==> src/rtl/spsg_pkg.sv <==
// ----------------------------------------------------------------------------
// spsg_pkg
// Types and constants shared by the stereo tone and noise generator.
// ----------------------------------------------------------------------------
package spsg_pkg;

  // Item codes on the input channel; the remaining code is a no-op
  typedef enum logic [1:0] {
    OP_TICK  = 2'd0,
    OP_LEFT  = 2'd1,
    OP_RIGHT = 2'd2
  } spsg_op_e;

  localparam int unsigned PeriodW = 10;
  localparam int unsigned AttW    = 4;
  localparam int unsigned LfsrW   = 15;
  localparam int unsigned NumTone = 3;
  localparam int unsigned NumChan = 4;

  localparam logic [AttW-1:0]    Silent    = 4'd15;
  localparam logic [LfsrW-1:0]   LfsrSeed  = 15'h4000;
  localparam logic [PeriodW-1:0] NoiseRate0 = 10'h010;
  localparam logic [PeriodW-1:0] NoiseRate1 = 10'h020;
  localparam logic [PeriodW-1:0] NoiseRate2 = 10'h040;

  // Latched channel codes with a special meaning on the right port
  localparam logic [1:0] ChNoisePitch = 2'd2;
  localparam logic [1:0] ChNoiseCtrl  = 2'd3;

  // Noise rate select codes
  localparam logic [1:0] RateSel0      = 2'd0;
  localparam logic [1:0] RateSel1      = 2'd1;
  localparam logic [1:0] RateSel2      = 2'd2;

  typedef struct packed {
    logic [1:0] opcode;
    logic [7:0] data_byte;
  } spsg_in_t;

  typedef struct packed {
    logic [AttW-1:0] tone_a_left;
    logic [AttW-1:0] tone_b_left;
    logic [AttW-1:0] tone_c_left;
    logic [AttW-1:0] noise_left;
    logic [AttW-1:0] tone_a_right;
    logic [AttW-1:0] tone_b_right;
    logic [AttW-1:0] tone_c_right;
    logic [AttW-1:0] noise_right;
  } spsg_out_t;

  // Noise settings handed from the port registers to the noise channel
  typedef struct packed {
    logic [PeriodW-1:0] period;
    logic [1:0]         rate_sel;
    logic               white;
    logic               reload;
  } spsg_noise_cfg_t;

endpackage

==> src/rtl/spsg_regs.sv <==
// ----------------------------------------------------------------------------
// spsg_regs
// Port write decoder: latch, tone periods, attenuations and noise settings.
// ----------------------------------------------------------------------------
module spsg_regs (
  input  logic                                        clk_i,
  input  logic                                        rst_ni,
  input  logic                                        wr_left_i,
  input  logic                                        wr_right_i,
  input  logic [7:0]                                  wr_byte_i,
  output logic [spsg_pkg::NumTone-1:0][spsg_pkg::PeriodW-1:0] tone_period_o,
  output logic [spsg_pkg::NumChan-1:0][spsg_pkg::AttW-1:0]    left_att_o,
  output logic [spsg_pkg::NumChan-1:0][spsg_pkg::AttW-1:0]    right_att_o,
  output spsg_pkg::spsg_noise_cfg_t                           noise_cfg_o
);
  import spsg_pkg::*;

  // Latch byte sets the low four bits, data byte the upper six
  function automatic logic [PeriodW-1:0] merge_period(logic [PeriodW-1:0] p,
                                                      logic [7:0] b);
    merge_period = b[7] ? {p[PeriodW-1:4], b[3:0]} : {b[5:0], p[3:0]};
  endfunction

  logic                               is_vol_q, is_vol_d;
  logic [1:0]                         chan_q, chan_d;
  logic [NumTone-1:0][PeriodW-1:0]    tone_period_q, tone_period_d;
  logic [NumChan-1:0][AttW-1:0]       left_att_q, left_att_d;
  logic [NumChan-1:0][AttW-1:0]       right_att_q, right_att_d;
  logic [PeriodW-1:0]                 noise_period_q, noise_period_d;
  logic [1:0]                         rate_sel_q, rate_sel_d;
  logic                               white_q, white_d;
  logic                               reload;
  logic                               any_wr;
  logic                               is_latch;

  assign any_wr   = wr_left_i | wr_right_i;
  assign is_latch = wr_byte_i[7];

  always_comb begin
    is_vol_d       = is_vol_q;
    chan_d         = chan_q;
    tone_period_d  = tone_period_q;
    left_att_d     = left_att_q;
    right_att_d    = right_att_q;
    noise_period_d = noise_period_q;
    rate_sel_d     = rate_sel_q;
    white_d        = white_q;
    reload         = 1'b0;

    if (any_wr && is_latch) begin
      is_vol_d = wr_byte_i[4];
      chan_d   = wr_byte_i[6:5];
    end

    if (wr_left_i) begin
      if (is_latch && wr_byte_i[4]) begin
        left_att_d[wr_byte_i[6:5]] = wr_byte_i[3:0];
      end
      if (!is_vol_d && chan_d != ChNoiseCtrl) begin
        tone_period_d[chan_d] = merge_period(tone_period_q[chan_d], wr_byte_i);
      end
    end

    if (wr_right_i) begin
      if (is_latch && wr_byte_i[4]) begin
        right_att_d[wr_byte_i[6:5]] = wr_byte_i[3:0];
      end
      if (!is_vol_d) begin
        if (chan_d == ChNoisePitch) begin
          noise_period_d = merge_period(noise_period_q, wr_byte_i);
        end else if (chan_d == ChNoiseCtrl && is_latch) begin
          rate_sel_d = wr_byte_i[1:0];
          white_d    = wr_byte_i[2];
          reload     = 1'b1;
        end
      end
    end
  end

  always_ff @(posedge clk_i or negedge rst_ni) begin
    if (!rst_ni) begin
      is_vol_q       <= 1'b0;
      chan_q         <= '0;
      tone_period_q  <= '0;
      left_att_q     <= '0;
      right_att_q    <= '0;
      noise_period_q <= '0;
      rate_sel_q     <= '0;
      white_q        <= 1'b0;
    end else begin
      is_vol_q       <= is_vol_d;
      chan_q         <= chan_d;
      tone_period_q  <= tone_period_d;
      left_att_q     <= left_att_d;
      right_att_q    <= right_att_d;
      noise_period_q <= noise_period_d;
      rate_sel_q     <= rate_sel_d;
      white_q        <= white_d;
    end
  end

  assign tone_period_o      = tone_period_q;
  assign left_att_o         = left_att_q;
  assign right_att_o        = right_att_q;
  assign noise_cfg_o.period   = noise_period_q;
  assign noise_cfg_o.rate_sel = rate_sel_q;
  assign noise_cfg_o.white    = white_q;
  assign noise_cfg_o.reload   = reload;

endmodule

==> src/rtl/spsg_tone.sv <==
// ----------------------------------------------------------------------------
// spsg_tone
// One square-wave tone channel: countdown and output level.
// ----------------------------------------------------------------------------
module spsg_tone (
  input  logic                          clk_i,
  input  logic                          rst_ni,
  input  logic                          tick_i,
  input  logic [spsg_pkg::PeriodW-1:0]  period_i,
  output logic                          level_next_o
);
  import spsg_pkg::*;

  logic [PeriodW-1:0] count_q, count_d;
  logic               level_q, level_d;
  logic               expired;

  assign expired = (count_q == '0);

  always_comb begin
    count_d = count_q;
    level_d = level_q;
    if (tick_i) begin
      // reload and toggle on expiry, otherwise count down
      if (expired) begin
        count_d = period_i;
        level_d = ~level_q;
      end else begin
        count_d = count_q - 1'b1;
      end
    end
  end

  always_ff @(posedge clk_i or negedge rst_ni) begin
    if (!rst_ni) begin
      count_q <= '0;
      level_q <= 1'b0;
    end else begin
      count_q <= count_d;
      level_q <= level_d;
    end
  end

  // Level as it stands after the current tick
  assign level_next_o = expired ? ~level_q : level_q;

endmodule

==> src/rtl/spsg_noise.sv <==
// ----------------------------------------------------------------------------
// spsg_noise
// Noise channel: rate countdown, half-phase divider and 15-bit LFSR.
// ----------------------------------------------------------------------------
module spsg_noise (
  input  logic                       clk_i,
  input  logic                       rst_ni,
  input  logic                       tick_i,
  input  spsg_pkg::spsg_noise_cfg_t  cfg_i,
  output logic                       level_next_o
);
  import spsg_pkg::*;

  logic [PeriodW-1:0] count_q, count_d;
  logic               phase_q, phase_d;
  logic               level_q, level_d;
  logic [LfsrW-1:0]   lfsr_q, lfsr_d;
  logic [PeriodW-1:0] reload_val;
  logic               expired;
  logic               shift;
  logic               feedback;

  assign expired  = (count_q == '0);
  assign shift    = expired & ~phase_q;
  assign feedback = lfsr_q[0] ^ (lfsr_q[2] & cfg_i.white);

  always_comb begin
    case (cfg_i.rate_sel)
      RateSel0: reload_val = NoiseRate0;
      RateSel1: reload_val = NoiseRate1;
      RateSel2: reload_val = NoiseRate2;
      default:  reload_val = cfg_i.period;
    endcase
  end

  always_comb begin
    count_d = count_q;
    phase_d = phase_q;
    level_d = level_q;
    lfsr_d  = lfsr_q;
    if (cfg_i.reload) begin
      lfsr_d = LfsrSeed;
    end else if (tick_i) begin
      if (expired) begin
        count_d = reload_val;
        phase_d = ~phase_q;
        // shift only on the rising half-phase
        if (shift) begin
          level_d = ~lfsr_q[0];
          lfsr_d  = {feedback, lfsr_q[LfsrW-1:1]};
        end
      end else begin
        count_d = count_q - 1'b1;
      end
    end
  end

  always_ff @(posedge clk_i or negedge rst_ni) begin
    if (!rst_ni) begin
      count_q <= '0;
      phase_q <= 1'b0;
      level_q <= 1'b0;
      lfsr_q  <= '0;
    end else begin
      count_q <= count_d;
      phase_q <= phase_d;
      level_q <= level_d;
      lfsr_q  <= lfsr_d;
    end
  end

  assign level_next_o = shift ? ~lfsr_q[0] : level_q;

endmodule

==> src/rtl/stereo_psg_tone_noise.sv <==
// ----------------------------------------------------------------------------
// stereo_psg_tone_noise
// Stereo sound generator: three square-wave tones and one noise channel,
// each with its own left and right attenuation, fed by two write ports.
// ----------------------------------------------------------------------------
//
//   channel | handshake                | word       | meaning
//   --------+--------------------------+------------+--------------------------
//   in      | in_valid_i / in_ready_o  | spsg_in_t  | tick, left or right write
//   out     | out_valid_o / out_ready_i| spsg_out_t | eight attenuations a tick
//
// A word is taken into the input register, then processed: a tick into
// the result register, a write into the port registers.
// One word a cycle is sustained; the result register bounds throughput only
// when it holds an untaken result and the next word is a tick.
// Port writes never wait on the output side and produce no result.
// Reset clears every channel counter, level, period, attenuation and the LFSR.
// ----------------------------------------------------------------------------
module stereo_psg_tone_noise (
  input  logic                 clk_i,
  input  logic                 rst_ni,
  input  logic                 in_valid_i,
  output logic                 in_ready_o,
  input  spsg_pkg::spsg_in_t   in_data_i,
  output logic                 out_valid_o,
  input  logic                 out_ready_i,
  output spsg_pkg::spsg_out_t  out_data_o
);
  import spsg_pkg::*;

  // Input register
  logic      in_valid_q, in_valid_d;
  spsg_in_t  in_q;

  // Result register
  logic      out_valid_q, out_valid_d;
  spsg_out_t out_q, out_d;

  logic      out_free;
  logic      is_tick;
  logic      advance;
  logic      tick;
  logic      wr_left;
  logic      wr_right;

  logic [NumTone-1:0][PeriodW-1:0] tone_period;
  logic [NumChan-1:0][AttW-1:0]    left_att;
  logic [NumChan-1:0][AttW-1:0]    right_att;
  spsg_noise_cfg_t                 noise_cfg;
  logic [NumChan-1:0]              level_next;

  // A tick needs room in the result register; writes always move on
  assign out_free = ~out_valid_q | out_ready_i;
  assign is_tick  = (in_q.opcode == OP_TICK);
  assign advance  = in_valid_q & (~is_tick | out_free);

  assign tick     = advance & is_tick;
  assign wr_left  = advance & (in_q.opcode == OP_LEFT);
  assign wr_right = advance & (in_q.opcode == OP_RIGHT);

  // Take a new word when none is held or the held one leaves this cycle
  assign in_ready_o = ~in_valid_q | advance;

  always_comb begin
    in_valid_d = in_valid_q;
    if (in_valid_i && in_ready_o) begin
      in_valid_d = 1'b1;
    end else if (advance) begin
      in_valid_d = 1'b0;
    end
  end

  always_ff @(posedge clk_i or negedge rst_ni) begin
    if (!rst_ni) begin
      in_valid_q <= 1'b0;
    end else begin
      in_valid_q <= in_valid_d;
    end
  end

  // Payload holds while stalled; no reset needed
  always_ff @(posedge clk_i) begin
    if (in_valid_i && in_ready_o) begin
      in_q <= in_data_i;
    end
  end

  spsg_regs u_regs (
    .clk_i         (clk_i),
    .rst_ni        (rst_ni),
    .wr_left_i     (wr_left),
    .wr_right_i    (wr_right),
    .wr_byte_i     (in_q.data_byte),
    .tone_period_o (tone_period),
    .left_att_o    (left_att),
    .right_att_o   (right_att),
    .noise_cfg_o   (noise_cfg)
  );

  for (genvar g = 0; g < NumTone; g++) begin : g_tone
    spsg_tone u_tone (
      .clk_i        (clk_i),
      .rst_ni       (rst_ni),
      .tick_i       (tick),
      .period_i     (tone_period[g]),
      .level_next_o (level_next[g])
    );
  end

  spsg_noise u_noise (
    .clk_i        (clk_i),
    .rst_ni       (rst_ni),
    .tick_i       (tick),
    .cfg_i        (noise_cfg),
    .level_next_o (level_next[NumChan-1])
  );

  // Gate each attenuation by the level after this tick; low reads as silent
  always_comb begin
    out_d.tone_a_left  = level_next[0] ? left_att[0]  : Silent;
    out_d.tone_b_left  = level_next[1] ? left_att[1]  : Silent;
    out_d.tone_c_left  = level_next[2] ? left_att[2]  : Silent;
    out_d.noise_left   = level_next[3] ? left_att[3]  : Silent;
    out_d.tone_a_right = level_next[0] ? right_att[0] : Silent;
    out_d.tone_b_right = level_next[1] ? right_att[1] : Silent;
    out_d.tone_c_right = level_next[2] ? right_att[2] : Silent;
    out_d.noise_right  = level_next[3] ? right_att[3] : Silent;
  end

  always_comb begin
    out_valid_d = out_valid_q;
    if (tick) begin
      out_valid_d = 1'b1;
    end else if (out_ready_i) begin
      out_valid_d = 1'b0;
    end
  end

  always_ff @(posedge clk_i or negedge rst_ni) begin
    if (!rst_ni) begin
      out_valid_q <= 1'b0;
    end else begin
      out_valid_q <= out_valid_d;
    end
  end

  always_ff @(posedge clk_i) begin
    if (tick) begin
      out_q <= out_d;
    end
  end

  assign out_valid_o = out_valid_q;
  assign out_data_o  = out_q;

endmodule

==> config.mk <==
export PLATFORM = sky130hd
export DESIGN_NAME = stereo_psg_tone_noise
export DESIGN_NICKNAME = d
export VERILOG_FILES = /design/src/rtl/spsg_pkg.sv /design/src/rtl/spsg_regs.sv /design/src/rtl/spsg_tone.sv /design/src/rtl/spsg_noise.sv /design/src/rtl/stereo_psg_tone_noise.sv
export SDC_FILE = /design/constraint.sdc
export NUM_CORES = 1
export LEC_CHECK = 0
export BUFFER_PORTS_ARGS = -buffer_cell sky130_fd_sc_hd__buf_2
export CAP_MARGIN = 20
export CORE_ASPECT_RATIO = 0.7
export CORE_MARGIN = 1
export CORE_UTILIZATION = 35
export CTS_CLUSTER_SIZE = 25
export DETAILED_ROUTE_END_ITERATION = 12
export GPL_ROUTABILITY_DRIVEN = 0
export PLACE_DENSITY = 0.55
export REMOVE_ABC_BUFFERS = 1
export SLEW_MARGIN = 20
export SYNTH_ARGS = -nofsm -noshare
export SYNTH_HDL_FRONTEND = slang
export SYNTH_HIERARCHICAL = 1
export SYNTH_SLANG_ARGS = --single-unit
export TNS_END_PERCENT = 50
==> constraint.sdc <==
create_clock -name clk_i -period 4.9 [get_ports clk_i]
set_clock_uncertainty 0.05 [all_clocks]
set_input_delay 0.98 -clock clk_i [delete_from_list [all_inputs] [get_ports clk_i]]
set_output_delay 0.98 -clock clk_i [all_outputs]
set_load 0.005 [all_outputs]
== Word level (Yosys, flattened, before mapping) ==
Cells that the tools add are included.
Widths: inputs -> output; s select.
Word-level totals
  bits of input ports: 14
  logic and storage cells: 138
  output and inout port bits: 34
  flip-flop bits (word level): 182
Operators by class
  muxes and demuxes: 33
  equal/unequal tests: 7
  add/sub/neg operators: 4
  bitwise gates (word level): 23
  reduce and logical (&&, ||, !) cells: 28
  order comparisons: 4
Operators with widths (number)
  $mux 10: 7
  $mux 15: 4
  $logic_not 10->1: 4
  $sub 10x1->10 const B: 4
  $bwmux 16: 2
  $bwmux 30: 1
  $pmux 10 s3: 1
  $bmux 10 s2: 1
  $demux 10 s2: 1
  $mux 1: 13
  $not 1->1: 12
  $reduce_and 4->1: 3
  $reduce_bool 2->1: 5
  $demux 4 s2: 1
  $eq 2x2->1 const B: 4
  $reduce_and 2->1: 4
  $logic_and 1x1->1: 7
  $and 1x1->1: 6
  $lt 2x3->1 const B: 2
  $reduce_and 3->1: 2
  $eq 2x1->1 const B: 2
  $ge 2x1->1 const B: 2
  $logic_not 2->1: 2
  $mux 4: 1
  5 further kinds: 8

== Longest topological paths before layout ==
  depth in word-level cells: 16
  gate-level depth with buffers: 14

== By module ==
Netlist, hierarchy kept.
Modules (own cells, without submodules)
  spsg_regs: cells an instance 276, sequential area each 1951.9 sq um, area each 3359.5 sq um, instances 1
  spsg_tone: cells an instance 72, sequential area each 275.3 sq um, area each 656.9 sq um, instances 3
  stereo_psg_tone_noise: cells an instance 86, sequential area each 1311.3 sq um, area each 1591.5 sq um, instances 1
  spsg_noise: cells an instance 134, sequential area each 675.6 sq um, area each 1391.3 sq um, instances 1

== Worst setup path after synthesis ==
OpenSTA, ideal clock, no wires.
  path type: in2reg
  from: input out_ready_i
  to: register g_tone[0].u_tone.count_q[8]
  buffers on the path: 0
  setup slack: 1627 ps
  stages: 6
  data arrival time: 3096 ps
  setup time: 128 ps
  cell sequence: and2b_2 -> and2b_2 -> nand2_1 -> or4b_4 -> nor3_2 -> mux2_1
On the way
  longest elaborated chain between the ends: 4
RTL lines
  start, declared: line stereo_psg_tone_noise.sv:26  | input logic out_ready_i,
  $or 1x1->1: line stereo_psg_tone_noise.sv:53  | assign out_free = ~out_valid_q | out_ready_i;
  $or 1x1->1: line stereo_psg_tone_noise.sv:55  | assign advance = in_valid_q & (~is_tick | out_free);
  $and 1x1->1: line stereo_psg_tone_noise.sv:55
  $and 1x1->1: line stereo_psg_tone_noise.sv:57  | assign tick = advance & is_tick;
  end signal, assigned: line spsg_tone.sv:39  | count_q <= count_d;
  end, declared: line spsg_tone.sv:14  | logic [PeriodW-1:0] count_q, count_d;
No other way between the ends.
A chain may end at the register's enable or synchronous reset.

==> impl_metrics.tcl <==
set metrics [dict create \
    wl_per_cell_um 16.3 \
    synth_edf_count 42 \
    synth_most_common_cell "dfrtp_1" \
    numCtsBuffers 17 \
    ys_seq_elements 182 \
    design.die.area_mm2 0.0244 \
    synth_area_leaders "dfrtp_1, edfxtp_1, mux2_2" \
    critPathMaxFanout 20 \
    grt_max_degree 70 \
    row_count 46 \
    initial_core_util_pct 36.2 \
    worst_pin_slew_ns 0.986 \
    worstSetupStartpointType "flip-flop" \
    ir_drop_mv 0.246 \
    clk_latency_ns 0.44 \
    ant_nets 0 \
    finalSetupTns_ns 0 \
    end_kind "flip-flop" \
    cp_common_cell "nand2_1" \
    slew_headroom_pct 33.8 \
    fp.coreArea_mm2 0.0230 \
    cts_hold_buf 0 \
    max_freq_mhz 321 \
    pwr_density_cell_mw_per_mm2 504 \
    io_pins 48 \
    numClockSinks 182 \
    max_stage_delay_ns 0.45 \
    dp_hpwl_mm 12.0 \
    synth.largest_area_cell "dfrtp_1" \
    dp_cells 1055 \
    syn_area_mm2 0.00831 \
    slew_violations 0 \
    via_count 5497 \
    area_growth_pct 14.3 \
    rsz0062_at_grt "false" \
    wirelength_mm 17.7 \
    drive_gt1_share_pct 21.9 \
    grt-ovfl-total 0 \
    yosysSeqAreaShare_pct 57.3 \
    grt_use_total_pct 15.8 \
    final-hold-violation-count 0 \
    crit_path_start "in_q[9]" \
    synthFlopType "dfrtp_1" \
    grt_pass1_vias 5087 \
    post-route-min-period_ns 3.11 \
    period_share_pct 63.5 \
    cp_cell_sequence "nand2_1, nor2_1, o21ai_2, nand2_1, o21ai_0, and2b_1, nor2b_1, buf_4, nand3_1, nor3_1, mux2_2" \
    status "complete, no violations" \
    dieHeight_um 131 \
    leakagePower_nw 4.15 \
    cts_tree "built" \
    yosysUniqueCellTypes 66 \
    antenna_found_initial 0 \
    dr.pass1.iters 4 \
    clock-root-buffer "clkbuf_16" \
    cp_slowest_cell "and2b_1" \
    cts.reportedPaths.clkPinSlew_ns 0.07 \
    hp-class "flip-flop to flip-flop" \
    diodes 0 \
    cts.path.max_buffers 2 \
    numPortBuffers 47 \
    layout.cells.non_filler 1087 \
    crit_arrival_ns 3.38 \
    path_class "flip-flop to flip-flop" \
    min-delay-start "u_regs/right_att_o[2]" \
    nets 780 \
    netlist_top_cells_count "dfrtp_1, mux2_2, nand2_1" \
    drt_iter0_drc 336 \
    synthCells 712 \
    yosys_warnings 6 \
    post_cts_buffers 0 \
    setup_viol 0 \
    htreeDepth 4 \
    cp_data_required_time_ns 5.17 \
    grt_first_pass_wirelength_mm 28.9 \
    synth_top_area_share_pct 42.1 \
    syn_avg_cell_area_um2 11.7 \
    drc_errors 0 \
    cts_resized 0 \
    whs_ns 0.421 \
    async_reset_ff_share_pct 76.9 \
    r2r-start "in_q[9]" \
    max_cap_violations 0 \
    dieWidth_um 186 \
    vias_per_cell 5.06 \
]
==> metrics by stage <==
stage | util (%) | power [mW] | area (um2) | setup WS, ns
after CTS | 41.4 | 4.82 | 9500 | 1.80
after global routing | 41.4 | 5.09 | 9500 | 1.43
final | 41.4 | 4.79 | 9500 | 1.79
after detailed placement | 38.7 | 3.37 | 8880 | 1.49
after global placement | 38.7 | 3.37 | 8880 | 1.54
after floorplan | - | 3.02 | 8190 | 1.37
==> area by class of cell <==
| class | count | area [um2] |
|---|---|---|
| Fill cell | 2174 | 13500 |
| Sequential cell | 182 | 4760 |
| Multi-Input combinational cell | 484 | 3350 |
| Clock buffer | 19 | 443 |
| Tap cell | 312 | 390 |
| Timing Repair Buffer | 55 | 302 |
| Clock inverter | 13 | 171 |
| Inverter | 22 | 82.6 |
==> layout by cell type (no fill, tap or decap), types with 6 or more instances in the layout <==
| cell | n |
|---|---|
| nor3_1 | 17 |
| nor4_1 | 6 |
| a211oi_1 | 6 |
| buf_2 | 46 |
| o21ai_1 | 18 |
| o22ai_1 | 6 |
| buf_4 | 8 |
| o31ai_1 | 9 |
| nand2b_1 | 41 |
| mux2_2 | 57 |
| a21o_1 | 6 |
| clkbuf_16 | 17 |
| nand2_1 | 56 |
| nand3_1 | 24 |
| edfxtp_1 | 42 |
| nor2_1 | 55 |
| xnor2_1 | 7 |
| a21oi_1 | 15 |
| dfrtp_1 | 140 |
| o21ai_0 | 37 |
| mux2i_1 | 26 |
| inv_1 | 22 |
==> kinds of logic (layout without fill, tap and decap cells) <==
family          after synthesis  in the layout  synth area share [%]
buf+inv                      46            109                  2.47
flops                       182            182                  57.3
simple gates                251            251                  17.2
compound gates              134            134                  10.2
mux                          87             87                  11.4
xor+xnor                      8              8                 0.843
fa+ha+maj                     4              4                 0.602
==> final timing paths <==
kind,slack (ns),endpoint,cells after the start
worst min register to register,0.42,u_regs/right_att_o[2],2
min in group asynchronous,0.50,g_tone[0].u_tone/count_q[4],1
worst min-delay path,0.42,u_regs/right_att_o[2],2
worst max register to register,1.79,u_noise/count_q[8],11
max in group asynchronous,3.33,u_regs/noise_period_q[4],2
worst max-delay path,1.79,u_noise/count_q[8],11
==> critical path: cells and delay by family (launching register included) <==
family	cells	cell delay, ns
flops	1	0.42
compound gates	2	0.37
simple gates	7	1.60
mux	1	0.35
buf+inv	1	0.19
==> per-layer routing <==
layer	vias to the layer above	share of wire (%)	GRT usage [%]
li1	2680	-	-
met1	2688	57	26.0
met2	111	37	19.8
met3	18	4.1	2.91
met4	0	1.3	5.64
met5	-	0	0
==> state kept, by name, summed over array words and instances (netlist names) <==
register               cells
out_data_o                32
g_tone.u_tone/count_q     30
u_regs/tone_period_o      30
u_regs/left_att_o         16
u_regs/right_att_o        16
u_noise/lfsr_q            15
in_q                      10
u_noise/count_q           10
u_regs/noise_period_q     10
g_tone.u_tone/level_q      3
u_regs/chan_q              2
u_regs/rate_sel_q          2
in_valid_q                 1
out_valid_o                1
u_noise/level_q            1
u_noise/phase_q            1
u_regs/is_vol_q            1
u_regs/white_q             1
==> power by group <==
group	total [mW]	switching (mW)	internal (mW)	leakage (nW)
Combinational	1.04	0.550	0.487	1.65
Sequential	2.32	0.399	1.92	2.21
Clock	1.43	0.607	0.823	0.290
Note: power is estimated with default switching activity, not from simulation.
